$ cat config.mk
export PLATFORM = sky130hd
export DESIGN_NAME = cfaa_div_step
export DESIGN_NICKNAME = d
export VERILOG_FILES = /design/src/rtl/assert_macros.svh /design/src/rtl/cfaa_pkg.sv /design/src/rtl/cfaa_div_step.sv
export SDC_FILE = /design/constraint.sdc
export NUM_CORES = 1
export LEC_CHECK = 0
export BUFFER_PORTS_ARGS = -buffer_cell sky130_fd_sc_hd__buf_4
export CORE_AREA = 5 5 646 648
export DETAILED_ROUTE_END_ITERATION = 7
export DIE_AREA = 0 0 651 653
export PLACE_DENSITY = 0.3
export SYNTH_ARGS = -nofsm -noshare
export SYNTH_HDL_FRONTEND = slang
export SYNTH_SLANG_ARGS = --single-unit
$ cat constraint.sdc
create_clock -name clk -period 52.1 [get_ports clk]
set_input_delay 2.605 -clock clk [delete_from_list [all_inputs] [get_ports clk]]
set_output_delay 2.605 -clock clk [all_outputs]
set_load 0.02 [all_outputs]
$ cat src/rtl/assert_macros.svh
`ifndef ASSERT_MACROS_SVH
`define ASSERT_MACROS_SVH

// Concurrent check on clk, quiet while rst is high.
`define CFAA_ASSERT(label, prop, msg) \
  label: assert property (@(posedge clk) disable iff (rst) prop) else $error(msg);

// Boolean that must never hold at a clock edge.
`define CFAA_NEVER(label, expr, msg) \
  `CFAA_ASSERT(label, !(expr), msg)

`endif

$ cat src/rtl/cfaa_pkg.sv
`timescale 1ns / 1ps

package cfaa_pkg;

  // Operation codes
  localparam logic OP_ACCEL   = 1'b0;
  localparam logic OP_ADVANCE = 1'b1;

  // Restoring divider depths (one quotient bit per stage)
  localparam int unsigned VOPT_STEPS = 31;
  localparam int unsigned DIV_STEPS  = 48;

  // Configuration register indexes
  typedef enum logic [2:0] {
    REG_DESIRED_SPEED,
    REG_DESIRED_SPEED_FACTOR,
    REG_SPEED_LIMIT,
    REG_MIN_GAP,
    REG_TIME_HEADWAY,
    REG_RELAX_TIME,
    REG_SENSITIVITY,
    REG_TIME_STEP
  } cfaa_reg_t;

  // Per-item data carried alongside the dividers
  typedef struct packed {
    logic        op;
    logic        use_v0l;
    logic        use_zero;
    logic [30:0] v0l;
    logic [31:0] vs;
    logic [32:0] dv_mag;
    logic        dv_neg;
    logic [47:0] pos;
    logic [30:0] vc;
    logic [31:0] accel;
    logic        go;
    logic [46:0] adt16;
    logic [45:0] vdt;
    logic [61:0] vv;
    logic [61:0] mlo_dt;
    logic [46:0] mhi_dt;
    logic [33:0] x;
    logic [63:0] sprod;
    logic [48:0] t2;
    logic [45:0] half;
    logic        dsat;
  } cfaa_side_t;

  // One divider stage word: partial remainder, dividend bits still to use,
  // quotient so far, divisor, and the side data
  typedef struct packed {
    logic [32:0] rem;
    logic [47:0] dvd;
    logic [47:0] quo;
    logic [32:0] dvs;
    cfaa_side_t  side;
  } cfaa_div_t;

endpackage

$ cat src/rtl/cfaa_div_step.sv
`timescale 1ns / 1ps

module cfaa_div_step (
  input  logic                clk,
  input  logic                rst,
  input  logic                in_valid,
  output logic                in_ready,
  input  cfaa_pkg::cfaa_div_t in_word,
  output logic                out_valid,
  input  logic                out_ready,
  output cfaa_pkg::cfaa_div_t out_word
);
  import cfaa_pkg::*;

  logic [33:0] shifted;
  logic [34:0] diff;
  logic        take;
  cfaa_div_t   word_next;

  // Shift in one dividend bit and try to subtract the divisor
  always_comb begin
    shifted   = {in_word.rem, in_word.dvd[47]};
    diff      = {1'b0, shifted} - {2'b00, in_word.dvs};
    take      = ~diff[34];
    word_next = in_word;
    word_next.rem = take ? diff[32:0] : shifted[32:0];
    word_next.dvd = {in_word.dvd[46:0], 1'b0};
    word_next.quo = {in_word.quo[46:0], take};
  end

  assign in_ready = ~out_valid | out_ready;

  // Advance when the slot ahead frees up
  always_ff @(posedge clk) begin
    if (rst) begin
      out_valid <= 1'b0;
    end else if (in_ready) begin
      out_valid <= in_valid;
    end
    if (in_ready && in_valid) begin
      out_word <= word_next;
    end
  end

endmodule

==> results of run 1 <==
metal layers:
metal,vias up,wire length [µm],track usage (%),part of all wire [%]
met5,-,112,0,0.036
met4,18,11300,3.23,3.6
met3,758,37300,7.52,12
met2,1655,150000,24.2,48
met1,10300,111000,14.6,36
li1,8229,-,-,-
area by class of cell:
cell class,instances,area share [%]
flip-flops and latches,832,48.9
clock inverters,83,1.72
well taps,5474,13.4
multi-input cells,258,4.00
inverters,45,0.331
clock buffers,155,6.81
diodes,13,0.0637
repair buffers,1681,24.7
power groups by stage:
stage	Sequential [W]	Clock [W]	Combinational (W)
2_1_floorplan	0.000897	0	0.0000369
3_3_place_gp	0.000821	0	0.000290
3_5_place_dp	0.000820	0	0.000289
4_1_cts	0.000808	0.000987	0.000290
5_1_grt	0.000810	0.00101	0.000296
6_report	0.000806	0.000936	0.000280
sequential cells by signal, indices dropped and copies added (netlist names):
name and cells:
out_valid 1, out_word 831
cells in the mapped netlist (all sizes together), types with 3 or more instances:
cell / count / area, µm²
a211oi: 4 / 40.0
a21o: 11 / 82.6
a21oi: 29 / 160
a31oi: 9 / 71.3
and2: 4 / 25.0
buf: 4 / 41.3
edfxtp: 831 / 25000
ha: 33 / 413
inv: 45 / 169
mux2: 27 / 330
nand2: 25 / 93.8
nand4: 3 / 18.8
nor2: 17 / 63.8
nor3: 5 / 41.3
o21a: 8 / 60.1
o21ai: 17 / 88.8
o21bai: 3 / 26.3
o31a: 3 / 26.3
o31ai: 5 / 37.5
xnor2: 15 / 131
xor2: 10 / 87.6
worst paths after layout:
check	slack, ns	startpoint	end
hold reg to reg	0.59	out_valid	out_valid
setup reg to reg	47.58	out_valid	out_word[96]
hold / removal	0.59	out_valid	out_valid
setup / recovery	45.99	out_ready	out_word[96]
placed cells by master (no fill, tap or decap), types with 5 or more instances in the layout:
| cell type | synthesis | final |
|---|---|---|
| nor2_1 | 17 | 17 |
| edfxtp_1 | 831 | 831 |
| a31oi_1 | 8 | 8 |
| a21oi_1 | 27 | 27 |
| ha_1 | 33 | 33 |
| inv_6 | 0 | 7 |
| inv_1 | 44 | 44 |
| mux2_4 | 7 | 7 |
| clkinvlp_4 | 0 | 14 |
| xor2_1 | 10 | 10 |
| bufinv_16 | 0 | 15 |
| diode_2 | 0 | 13 |
| xnor2_1 | 15 | 15 |
| mux2_2 | 20 | 20 |
| clkinv_1 | 0 | 23 |
| o21ai_0 | 16 | 16 |
| clkinv_2 | 0 | 18 |
| o21a_1 | 8 | 8 |
| o31ai_1 | 5 | 5 |
| clkbuf_1 | 0 | 19 |
| buf_4 | 2 | 1680 |
| clkbuf_16 | 0 | 136 |
| a21o_1 | 11 | 11 |
| nand2_1 | 25 | 25 |
worst max-delay path, delay by kind of cell:
| kind | cells | cell delay [ns] |
|---|---|---|
| AND/OR/NAND/NOR | 2 | 0.73 |
| buffers and inverters | 5 | 2.92 |
through the flow:
stage | setup WS [ns] | util [%]
finish | 45.99 | 12.4
global route | 45.85 | 12.4
CTS | 46.07 | 12.4
detailed placement | 45.08 | 11.3
global placement | 45.20 | 11.3
floorplan | 29.19 | -
cell families (layout without fill, tap and decap cells):
kind of cell               Yosys count  in the layout  share of synthesized area [%]
DFF                                832            832                           91.7
muxes                               29             29                           1.29
AOI/OAI and AO/OA                   99             99                           2.49
xor gates and xnor gates            25             25                          0.804
other                                1             14                         0.0138
adders and majority gates           34             34                           1.59
buffers and inverters               49           1964                          0.772
and+or+nand+nor                     70             70                           1.30
==> impl_metrics.json, run 1 <==
{
  "p_per_area_mw_per_mm2": 39.6,
  "multi_input_area_mm2": 0.00204,
  "die-height_um": 653,
  "ant_nets": 0,
  "synth_cell_types": 58,
  "synth_edf_count": 831,
  "power.share.switching_pct": 28.6,
  "max_cap_viol_count": 0,
  "post-route-min-period_ns": 6.11,
  "ys.flop_type": "edfxtp_1",
  "fin_tns_setup_ns": 0,
  "fp.dieW_um": 651,
  "synth_seq_area_share_pct": 91.7,
  "clockPowerShare_pct": 46.3,
  "ys_ff_latch": 832,
  "antenna_found_initial": 325,
  "cts-root-buf": "clkbuf_16",
  "seq_area_mm2": 0.0250,
  "dieArea_mm2": 0.425,
  "fin_total_pwr_w": 0.00202,
  "p_switching_w": 0.000578,
  "cts_buffers": 134,
  "critPathMaxFanout": 61,
  "required_ns": 52.57,
  "cpMostUsedCell": "buf_4",
  "synth_warnings": 0,
  "dpl.cell_count": 8290,
  "outcome": "completed",
  "async_reset_ff_share_pct": 0,
  "synth.avg_cell_area_um2": 23.9,
  "rsz0062_at_grt": "no",
  "clk_path_buf_depth": 4,
  "vias": 20900,
  "place_area_mm2": 0.0467,
  "hold_viol": 0,
  "io_buffers": 1667,
  "synth_cells": 1139,
  "internal_power_w": 0.00144,
  "grt_max_degree": 144,
  "slew_viol_final": 0,
  "seqPwrFrac_pct": 39.9,
  "gp_congestion": 0.866,
  "pwr-share-comb_pct": 13.9,
  "synthesis.area_mm2": 0.0272,
  "grt_pass1_vias": 21200,
  "worst_hold_path_type": "reg2reg",
  "drt_iter0_markers": 1308,
  "grt_pass1_wl_mm": 356,
  "cts_tree": "done",
  "drt_wl_total_mm": 310,
  "worstMarginPinSlew_ns": 1.08,
  "slowest_stage": "buf_4",
  "nFillCells": 46400,
  "rows": 236,
  "cts.sinks": 832,
  "clock_latency_ns": 0.86,
  "finalCritPeriodShare_pct": 11.7,
  "finalNonFillerCells": 8541,
  "overflow": 0,
  "slew_headroom_pct": 28.2,
  "reg2reg_depth": 6,
  "whs_ns": 0.591,
  "area_delta_synth_final_pct": 87.5,
  "ctsResizeCount": 0,
  "initial_core_util_pct": 6.62,
  "htreeDepth": 4,
  "post_cts_buffers": 0,
  "viasPerCell": 2.45,
  "hold_buffers": 0,
  "clkSlewWorstSetupHoldPaths_ns": 0.06,
  "track_usage_pct": 13.9,
  "drive_above_1_share_pct": 62.8,
  "drc_errors": 0,
  "clock.fmax_ghz": 0.164,
  "final_area_mm2": 0.0511,
  "setup.worst_path.class": "in2reg",
  "slowest_delay_ns": 0.80,
  "cp-start-kind": "primary input",
  "synth_fp_nets": 2009,
  "avgRoutedWirePerCell_um": 36.3,
  "nNetsFinal": 3822,
  "finalClockSkew_ns": 0.0676,
  "end_kind": "register",
  "arrival_ns": 6.58,
  "setup_violations": 0,
  "vdd_drop_max_mv": 0.0243,
  "leakagePower_nw": 19.3,
  "hold_depth": 2,
  "hpwl_mm": 275,
  "io-pin-count": 1670,
  "coreArea_mm2": 0.411,
  "cp_cell_sequence": "buf_4, nand2b_1, and2_4, buf_4, buf_4, buf_4, buf_4",
  "dr.pass1.iters": 5
}
(Power assumes the default switching activity.)
==> run 2: changes to the inputs <==
--- a/config.mk
+++ b/config.mk
@@ -5,10 +5,11 @@
 export SDC_FILE = /design/constraint.sdc
 export NUM_CORES = 1
 export LEC_CHECK = 0
+export ABC_AREA = 1
 export BUFFER_PORTS_ARGS = -buffer_cell sky130_fd_sc_hd__buf_4
-export CORE_AREA = 5 5 646 648
+export CORE_AREA = 5 5 639 641
 export DETAILED_ROUTE_END_ITERATION = 7
-export DIE_AREA = 0 0 651 653
+export DIE_AREA = 0 0 644 646
 export PLACE_DENSITY = 0.3
 export SYNTH_ARGS = -nofsm -noshare
 export SYNTH_HDL_FRONTEND = slang
==> constraint.sdc (replaced) <==
create_clock -name clk -period 6 [get_ports clk]
set_input_delay 0.3 -clock clk [delete_from_list [all_inputs] [get_ports clk]]
set_output_delay 0.3 -clock clk [all_outputs]
set_load 0.02 [all_outputs]
==> run 2 against run 1 <==
Compared with the run above: first-iteration DRC count is 27% higher; register-to-register slack worse by 44 ns; synthesized cell count is 32% higher; global-route usage hardly changed; via count is 23% higher; utilization is 2.6 points higher; hold slack worse by 0.41 ns; critical path depth is 7 higher.
==> impl_metrics.json, run 2 <==
{
  "pwr-share-comb_pct": 16.6,
  "seq_area_mm2": 0.0250,
  "htreeDepth": 4,
  "setup_violations": 0,
  "grt_pass1_wl_mm": 363,
  "async_reset_ff_share_pct": 0,
  "synth_simple_gate_area_share_pct": 6.88,
  "dr.pass1.iters": 5,
  "synth_seq_area_share_pct": 88.3,
  "viasPerCell": 2.70,
  "synth.top_cell.area_share_pct": 88.3,
  "cts_buffers": 136,
  "yosysMostFrequentCell": "edfxtp_1",
  "multi_input_area_mm2": 0.00265,
  "ctsResizeCount": 0,
  "grt_max_degree": 109,
  "synth.avg_cell_area_um2": 18.8,
  "clock_latency_ns": 0.84,
  "track_usage_pct": 13.9,
  "worst_hold_path_type": "in2reg",
  "hold_buffers": 832,
  "fin_tns_setup_ns": 0,
  "antenna_found_initial": 285,
  "cts-root-buf": "clkbuf_16",
  "rsz0062_at_grt": "no",
  "muxShareOfSynthArea_pct": 0,
  "largest_reg_flops": 831,
  "clk_path_buf_depth": 4,
  "regMostFlops": "out_word",
  "synth_commonest_cells": "edfxtp_1, nand2_1, inv_1",
  "synth.area.top_cells": "edfxtp_1, nand2_1, inv_1, ha_1, nand3_1",
  "synth-xor-area-share_pct": 0.434,
  "coreArea_mm2": 0.402,
  "die-height_um": 646,
  "hp-start": "in_word[367]",
  "drive_above_1_share_pct": 45.1,
  "synth_cell_types": 33,
  "dpl.cell_count": 8468,
  "regToRegStartpoint": "out_valid",
  "nFillCells": 44800,
  "seqPwrFrac_pct": 38.3,
  "final_cell_mix": "buf_4, dlygate4sd3_1, edfxtp_1",
  "slew_viol_final": 0,
  "drt_iter0_markers": 1660,
  "synth_cells": 1506,
  "ys.flop_type": "edfxtp_1",
  "setup.worst_path.class": "in2reg",
  "drc_errors": 0,
  "p_switching_w": 0.00528,
  "ys_ff_latch": 832,
  "arrival_ns": 3.53,
  "startpoint": "in_word[689]",
  "power.share.switching_pct": 28.9,
  "end_kind": "register",
  "yosysTopAreaCell": "edfxtp_1",
  "fp.dieW_um": 644,
  "required_ns": 6.51,
  "synth_fp_nets": 2376,
  "whs_ns": 0.182,
  "finalNonFillerCells": 9584,
  "hpwl_mm": 264,
  "cts_tree": "done",
  "p_per_area_mw_per_mm2": 303,
  "io_buffers": 1667,
  "synth_edf_count": 831,
  "slew_headroom_pct": 41.5,
  "synthesis.area_mm2": 0.0283,
  "fin_total_pwr_w": 0.0183,
  "avgRoutedWirePerCell_um": 31.8,
  "synth_compound_area_share_pct": 0.474,
  "critPathMaxFanout": 35,
  "ant_nets": 0,
  "reg.largest.list": "out_word: 831 flops, out_valid: 1 flops",
  "gp_congestion": 0.947,
  "internal_power_w": 0.0130,
  "clock.fmax_ghz": 0.332,
  "finalClockSkew_ns": 0.0783,
  "drt_wl_total_mm": 304,
  "grt_pass1_vias": 27000,
  "clockPowerShare_pct": 45.1,
  "synth_warnings": 0,
  "max_cap_viol_count": 0,
  "overflow": 0,
  "post_cts_buffers": 0,
  "synth_fa_ha_area_share_pct": 1.53,
  "io-pin-count": 1670,
  "vdd_drop_max_mv": 0.182,
  "worstMarginPinSlew_ns": 0.878,
  "area_delta_synth_final_pct": 114,
  "leakagePower_nw": 24.1,
  "rows": 233,
  "cts.sinks": 832,
  "post-route-min-period_ns": 3.01,
  "cp-start-kind": "primary input",
  "dieArea_mm2": 0.416,
  "clkSlewWorstSetupHoldPaths_ns": 0.06,
  "initial_core_util_pct": 7.04,
  "outcome": "completed",
  "hold_viol": 0,
  "finalCritPeriodShare_pct": 50.2,
  "nNetsFinal": 5021,
  "synth_top_family_by_area": "simple AND/OR/NAND/NOR gates",
  "vias": 25900,
  "final_common_cell": "buf_4"
}
-- run 2: cell count changes in the layout (fill, tap and decap cells not counted), moves of 23 or more --
cell / change
nand2_1: +258
inv_1: +106
diode_2: +34
dlygate4sd3_1: +832
nor2_1: +23
nand3_1: +58
-- run 2: per-stage QoR --
stage	instance area (µm²)	setup slack (ns)	utilization (%)
6_report	60400	2.99	15.0
5_1_grt	60400	2.90	15.0
4_1_cts	60300	3.04	15.0
3_5_place_dp	47600	2.95	11.8
3_3_place_gp	47600	2.93	11.8
2_1_floorplan	28300	-8.78	-
-- run 2: cell type report --
type	count	area share (%)
Sequential cell	832	41.3
Timing Repair Buffer	2517	34.8
Tap cell	5287	10.9
Clock buffer	160	5.96
Multi-Input combinational cell	511	4.38
Clock inverter	77	1.41
Inverter	153	0.950
Antenna cell	47	0.195
-- run 2: worst paths after layout --
check | end | slack (ns) | cells after the start
setup / recovery | out_word[823] | 2.99 | 14
hold / removal | out_word[367] | 0.18 | 2
setup reg to reg | out_word[20] | 3.19 | 3
hold reg to reg | out_word[649] | 1.07 | 2
-- run 2: worst max-delay path, stage by stage --
cell and delay, ns:
dlygate4sd3_1 0.73, buf_4 0.18, inv_1 0.04, ha_1 0.40, nand2_1 0.10, nand2_1 0.10
nand2_1 0.08, nand3_1 0.10, a21oi_2 0.21, nor2_2 0.09, nor2_8 0.50, nand2_8 0.36
nand3_2 0.16, nand2_1 0.11
-- run 2: logic make-up after synthesis --
| kind of cell | after synthesis |
|---|---|
| AOI/OAI and AO/OA | 25 |
| xor gates and xnor gates | 14 |
| adders and majority gates | 34 |
| buffers and inverters | 163 |
| DFF | 832 |
| other | 1 |
| and+or+nand+nor | 437 |
-- run 2: per-layer routing --
layer	vias up	part of all wire (%)	GRT usage (%)
met4	18	3.7	3.51
met3	650	12	6.81
met1	12700	36	15.1
li1	10900	-	-
met2	1658	48	24.2
met5	-	0.038	0
-- run 2: power groups by stage --
stage	registers, W	logic (W)	clock network [W]
3_3_place_gp	0.00712	0.00253	0
3_5_place_dp	0.00711	0.00252	0
2_1_floorplan	0.00767	0.000357	0
5_1_grt	0.00703	0.00324	0.00889
6_report	0.00701	0.00304	0.00825
4_1_cts	0.00701	0.00317	0.00874
==> run 3: changes to the inputs <==
==> constraint.sdc (replaced) <==
create_clock -name clk -period 2.45 [get_ports clk]
set_input_delay 0.1225 -clock clk [delete_from_list [all_inputs] [get_ports clk]]
set_output_delay 0.1225 -clock clk [all_outputs]
set_load 0.02 [all_outputs]
==> run 3 against run 2 <==
Compared with the run above: critical path depth is the same; hold slack worse by 0.095 ns; clock skew fell by 0.039 ns; total power increased by 140%; die area is the same; global-route usage is 0.086 points higher; sequential power up 150%; register-to-register slack got worse by 2.6 ns; first-iteration DRC count grew 9.9%; sequential share of layout area fell by 3.4 points; via count rose by 8.7%; sequential cell count did not move; critical path type unchanged.
==> impl_metrics.json, run 3 (synthesis results as in run 2) <==
{
  "gp_congestion": 0.961,
  "grt_pass1_wl_mm": 369,
  "cts-root-buf": "clkbuf_16",
  "setup_slack_ns": 0.258,
  "rows": 233,
  "drt_iter0_markers": 1825,
  "grt_busiest_layer": "met2",
  "use_met1_pct": 15.1,
  "antenna_found_initial": 278,
  "fin_util_pct": 16.4,
  "gr-usage-met2_pct": 24.5,
  "max_cap_viol_count": 0,
  "clock_latency_ns": 0.86,
  "grt_pass1_vias": 29400,
  "finalClockSkew_ns": 0.0389,
  "nNetsFinal": 5602,
  "internal_power_w": 0.0308,
  "final_area_mm2": 0.0660,
  "end_kind": "register",
  "worstMarginPinSlew_ns": 0.548,
  "cts.sinks": 832,
  "drt_wl_total_mm": 306,
  "slew_viol_final": 0,
  "io_buffers": 1667,
  "final_common_cell": "buf_4",
  "grt_max_degree": 90,
  "regMostFlops": "out_word",
  "post-route-min-period_ns": 2.19,
  "rsz0062_at_grt": "no",
  "overflow": 0,
  "area_delta_synth_final_pct": 133,
  "reg.largest.list": "out_word: 831 flops, out_valid: 1 flops",
  "multi_input_area_mm2": 0.00265,
  "arrival_ns": 2.78,
  "dieArea_mm2": 0.416,
  "vdd_drop_max_mv": 0.616,
  "place_area_mm2": 0.0479,
  "use_met3_pct": 6.84,
  "clkSlewWorstSetupHoldPaths_ns": 0.06,
  "whs_ns": 0.0863,
  "ctsResizeCount": 0,
  "slew_headroom_pct": 63.5,
  "hpwl_mm": 266,
  "viasPerCell": 2.76,
  "avgRoutedWirePerCell_um": 30.1,
  "clock.fmax_ghz": 0.456,
  "required_ns": 3.04,
  "power.share.switching_pct": 29.1,
  "nFillCells": 44600,
  "htreeDepth": 3,
  "pwr-share-comb_pct": 19.0,
  "setup_violations": 0,
  "largest_reg_flops": 831,
  "hold_viol": 0,
  "cts_buffers": 123,
  "critPathMaxFanout": 5,
  "worst_hold_path_type": "in2reg",
  "leakagePower_nw": 26.3,
  "drive_above_1_share_pct": 39.8,
  "p_switching_w": 0.0126,
  "vias": 28100,
  "fin_tns_setup_ns": 0,
  "clockPowerShare_pct": 41.5,
  "final_cell_mix": "buf_4, dlygate4sd3_1, edfxtp_1",
  "drc_errors": 0,
  "seqPwrFrac_pct": 39.5,
  "cts_tree": "done",
  "ant_nets": 0,
  "fp.dieW_um": 644,
  "p_per_area_mw_per_mm2": 659,
  "track_usage_pct": 14.0,
  "dr.pass1.iters": 5,
  "clk_path_buf_depth": 4,
  "coreArea_mm2": 0.402,
  "setup.worst_path.class": "in2reg",
  "die-height_um": 646,
  "seq_area_mm2": 0.0250,
  "cp-start-kind": "primary input",
  "pre_cts_ws_ns": 0.193,
  "io-pin-count": 1670,
  "outcome": "completed",
  "finalCritPeriodShare_pct": 89.5,
  "initial_core_util_pct": 7.04
}
## run 3: changes by cell type in the layout (fill, tap and decap cells not counted), moves of 4 or more
cell	previous run	this run
clkinvlp_4	6	13
clkbuf_16	141	124
buf_12	7	17
bufinv_16	15	11
clkinv_1	16	24
clkinv_2	23	18
buf_4	1678	1694
dlygate4sd3_1	832	1400
## run 3: cell type report
class,instances,area share (%)
Tap cell,5287,10.0
Sequential cell,832,37.9
Clock inverter,83,1.18
Multi-Input combinational cell,511,4.02
Timing Repair Buffer,3111,41.0
Antenna cell,47,0.178
Inverter,153,0.871
Clock buffer,142,4.81
## run 3: worst paths after layout
path | slack (ns) | cells after the start | start | end
setup / recovery | 0.26 | 14 | in_word[688] | out_word[826]
hold / removal | 0.09 | 2 | in_word[545] | out_word[545]
setup reg to reg | 0.60 | 4 | out_valid | out_word[809]
hold reg to reg | 0.86 | 2 | out_valid | out_word[350]
## run 3: power groups by stage
stage / combinational (W) / clock [W] / sequential [W]
CTS: 0.00850 / 0.0190 / 0.0172
detailed placement: 0.00621 / 0 / 0.0174
floorplan: 0.000873 / 0 / 0.0188
finish: 0.00823 / 0.0180 / 0.0172
global placement: 0.00623 / 0 / 0.0175
global route: 0.00875 / 0.0194 / 0.0172
## run 3: stage by stage
step	cells	power [W]
after floorplan	1506	0.0196
after global routing	10100	0.0454
after CTS	10100	0.0447
after global placement	8494	0.0237
final	10200	0.0434
after detailed placement	8494	0.0236
## run 3: worst max-delay path, cell delays in order
cell	delay (ns)
dlygate4sd3_1	0.70
buf_4	0.19
inv_1	0.04
ha_1	0.38
nand2_1	0.16
nor2_1	0.24
inv_1	0.10
nor2_1	0.26
and2_1	0.17
nand2_1	0.11
nand2_1	0.09
nand2_1	0.06
nand3_2	0.07
nand2_1	0.06
## run 3: per-layer routing
layer  share of wire, %  up-vias  wire length (µm)
met4                3.5       32             10600
met5              0.067        -               206
met1                 36    13800            112000
met3                 11      621             34300
met2                 49     1631            149000
li1                   -    12000                 -
## run 3: what timing repair did
item                      in CTS  in global routing
hold endpoints to repair     849                  0
hold buffers                1400                  0
buffers inserted               0                  0
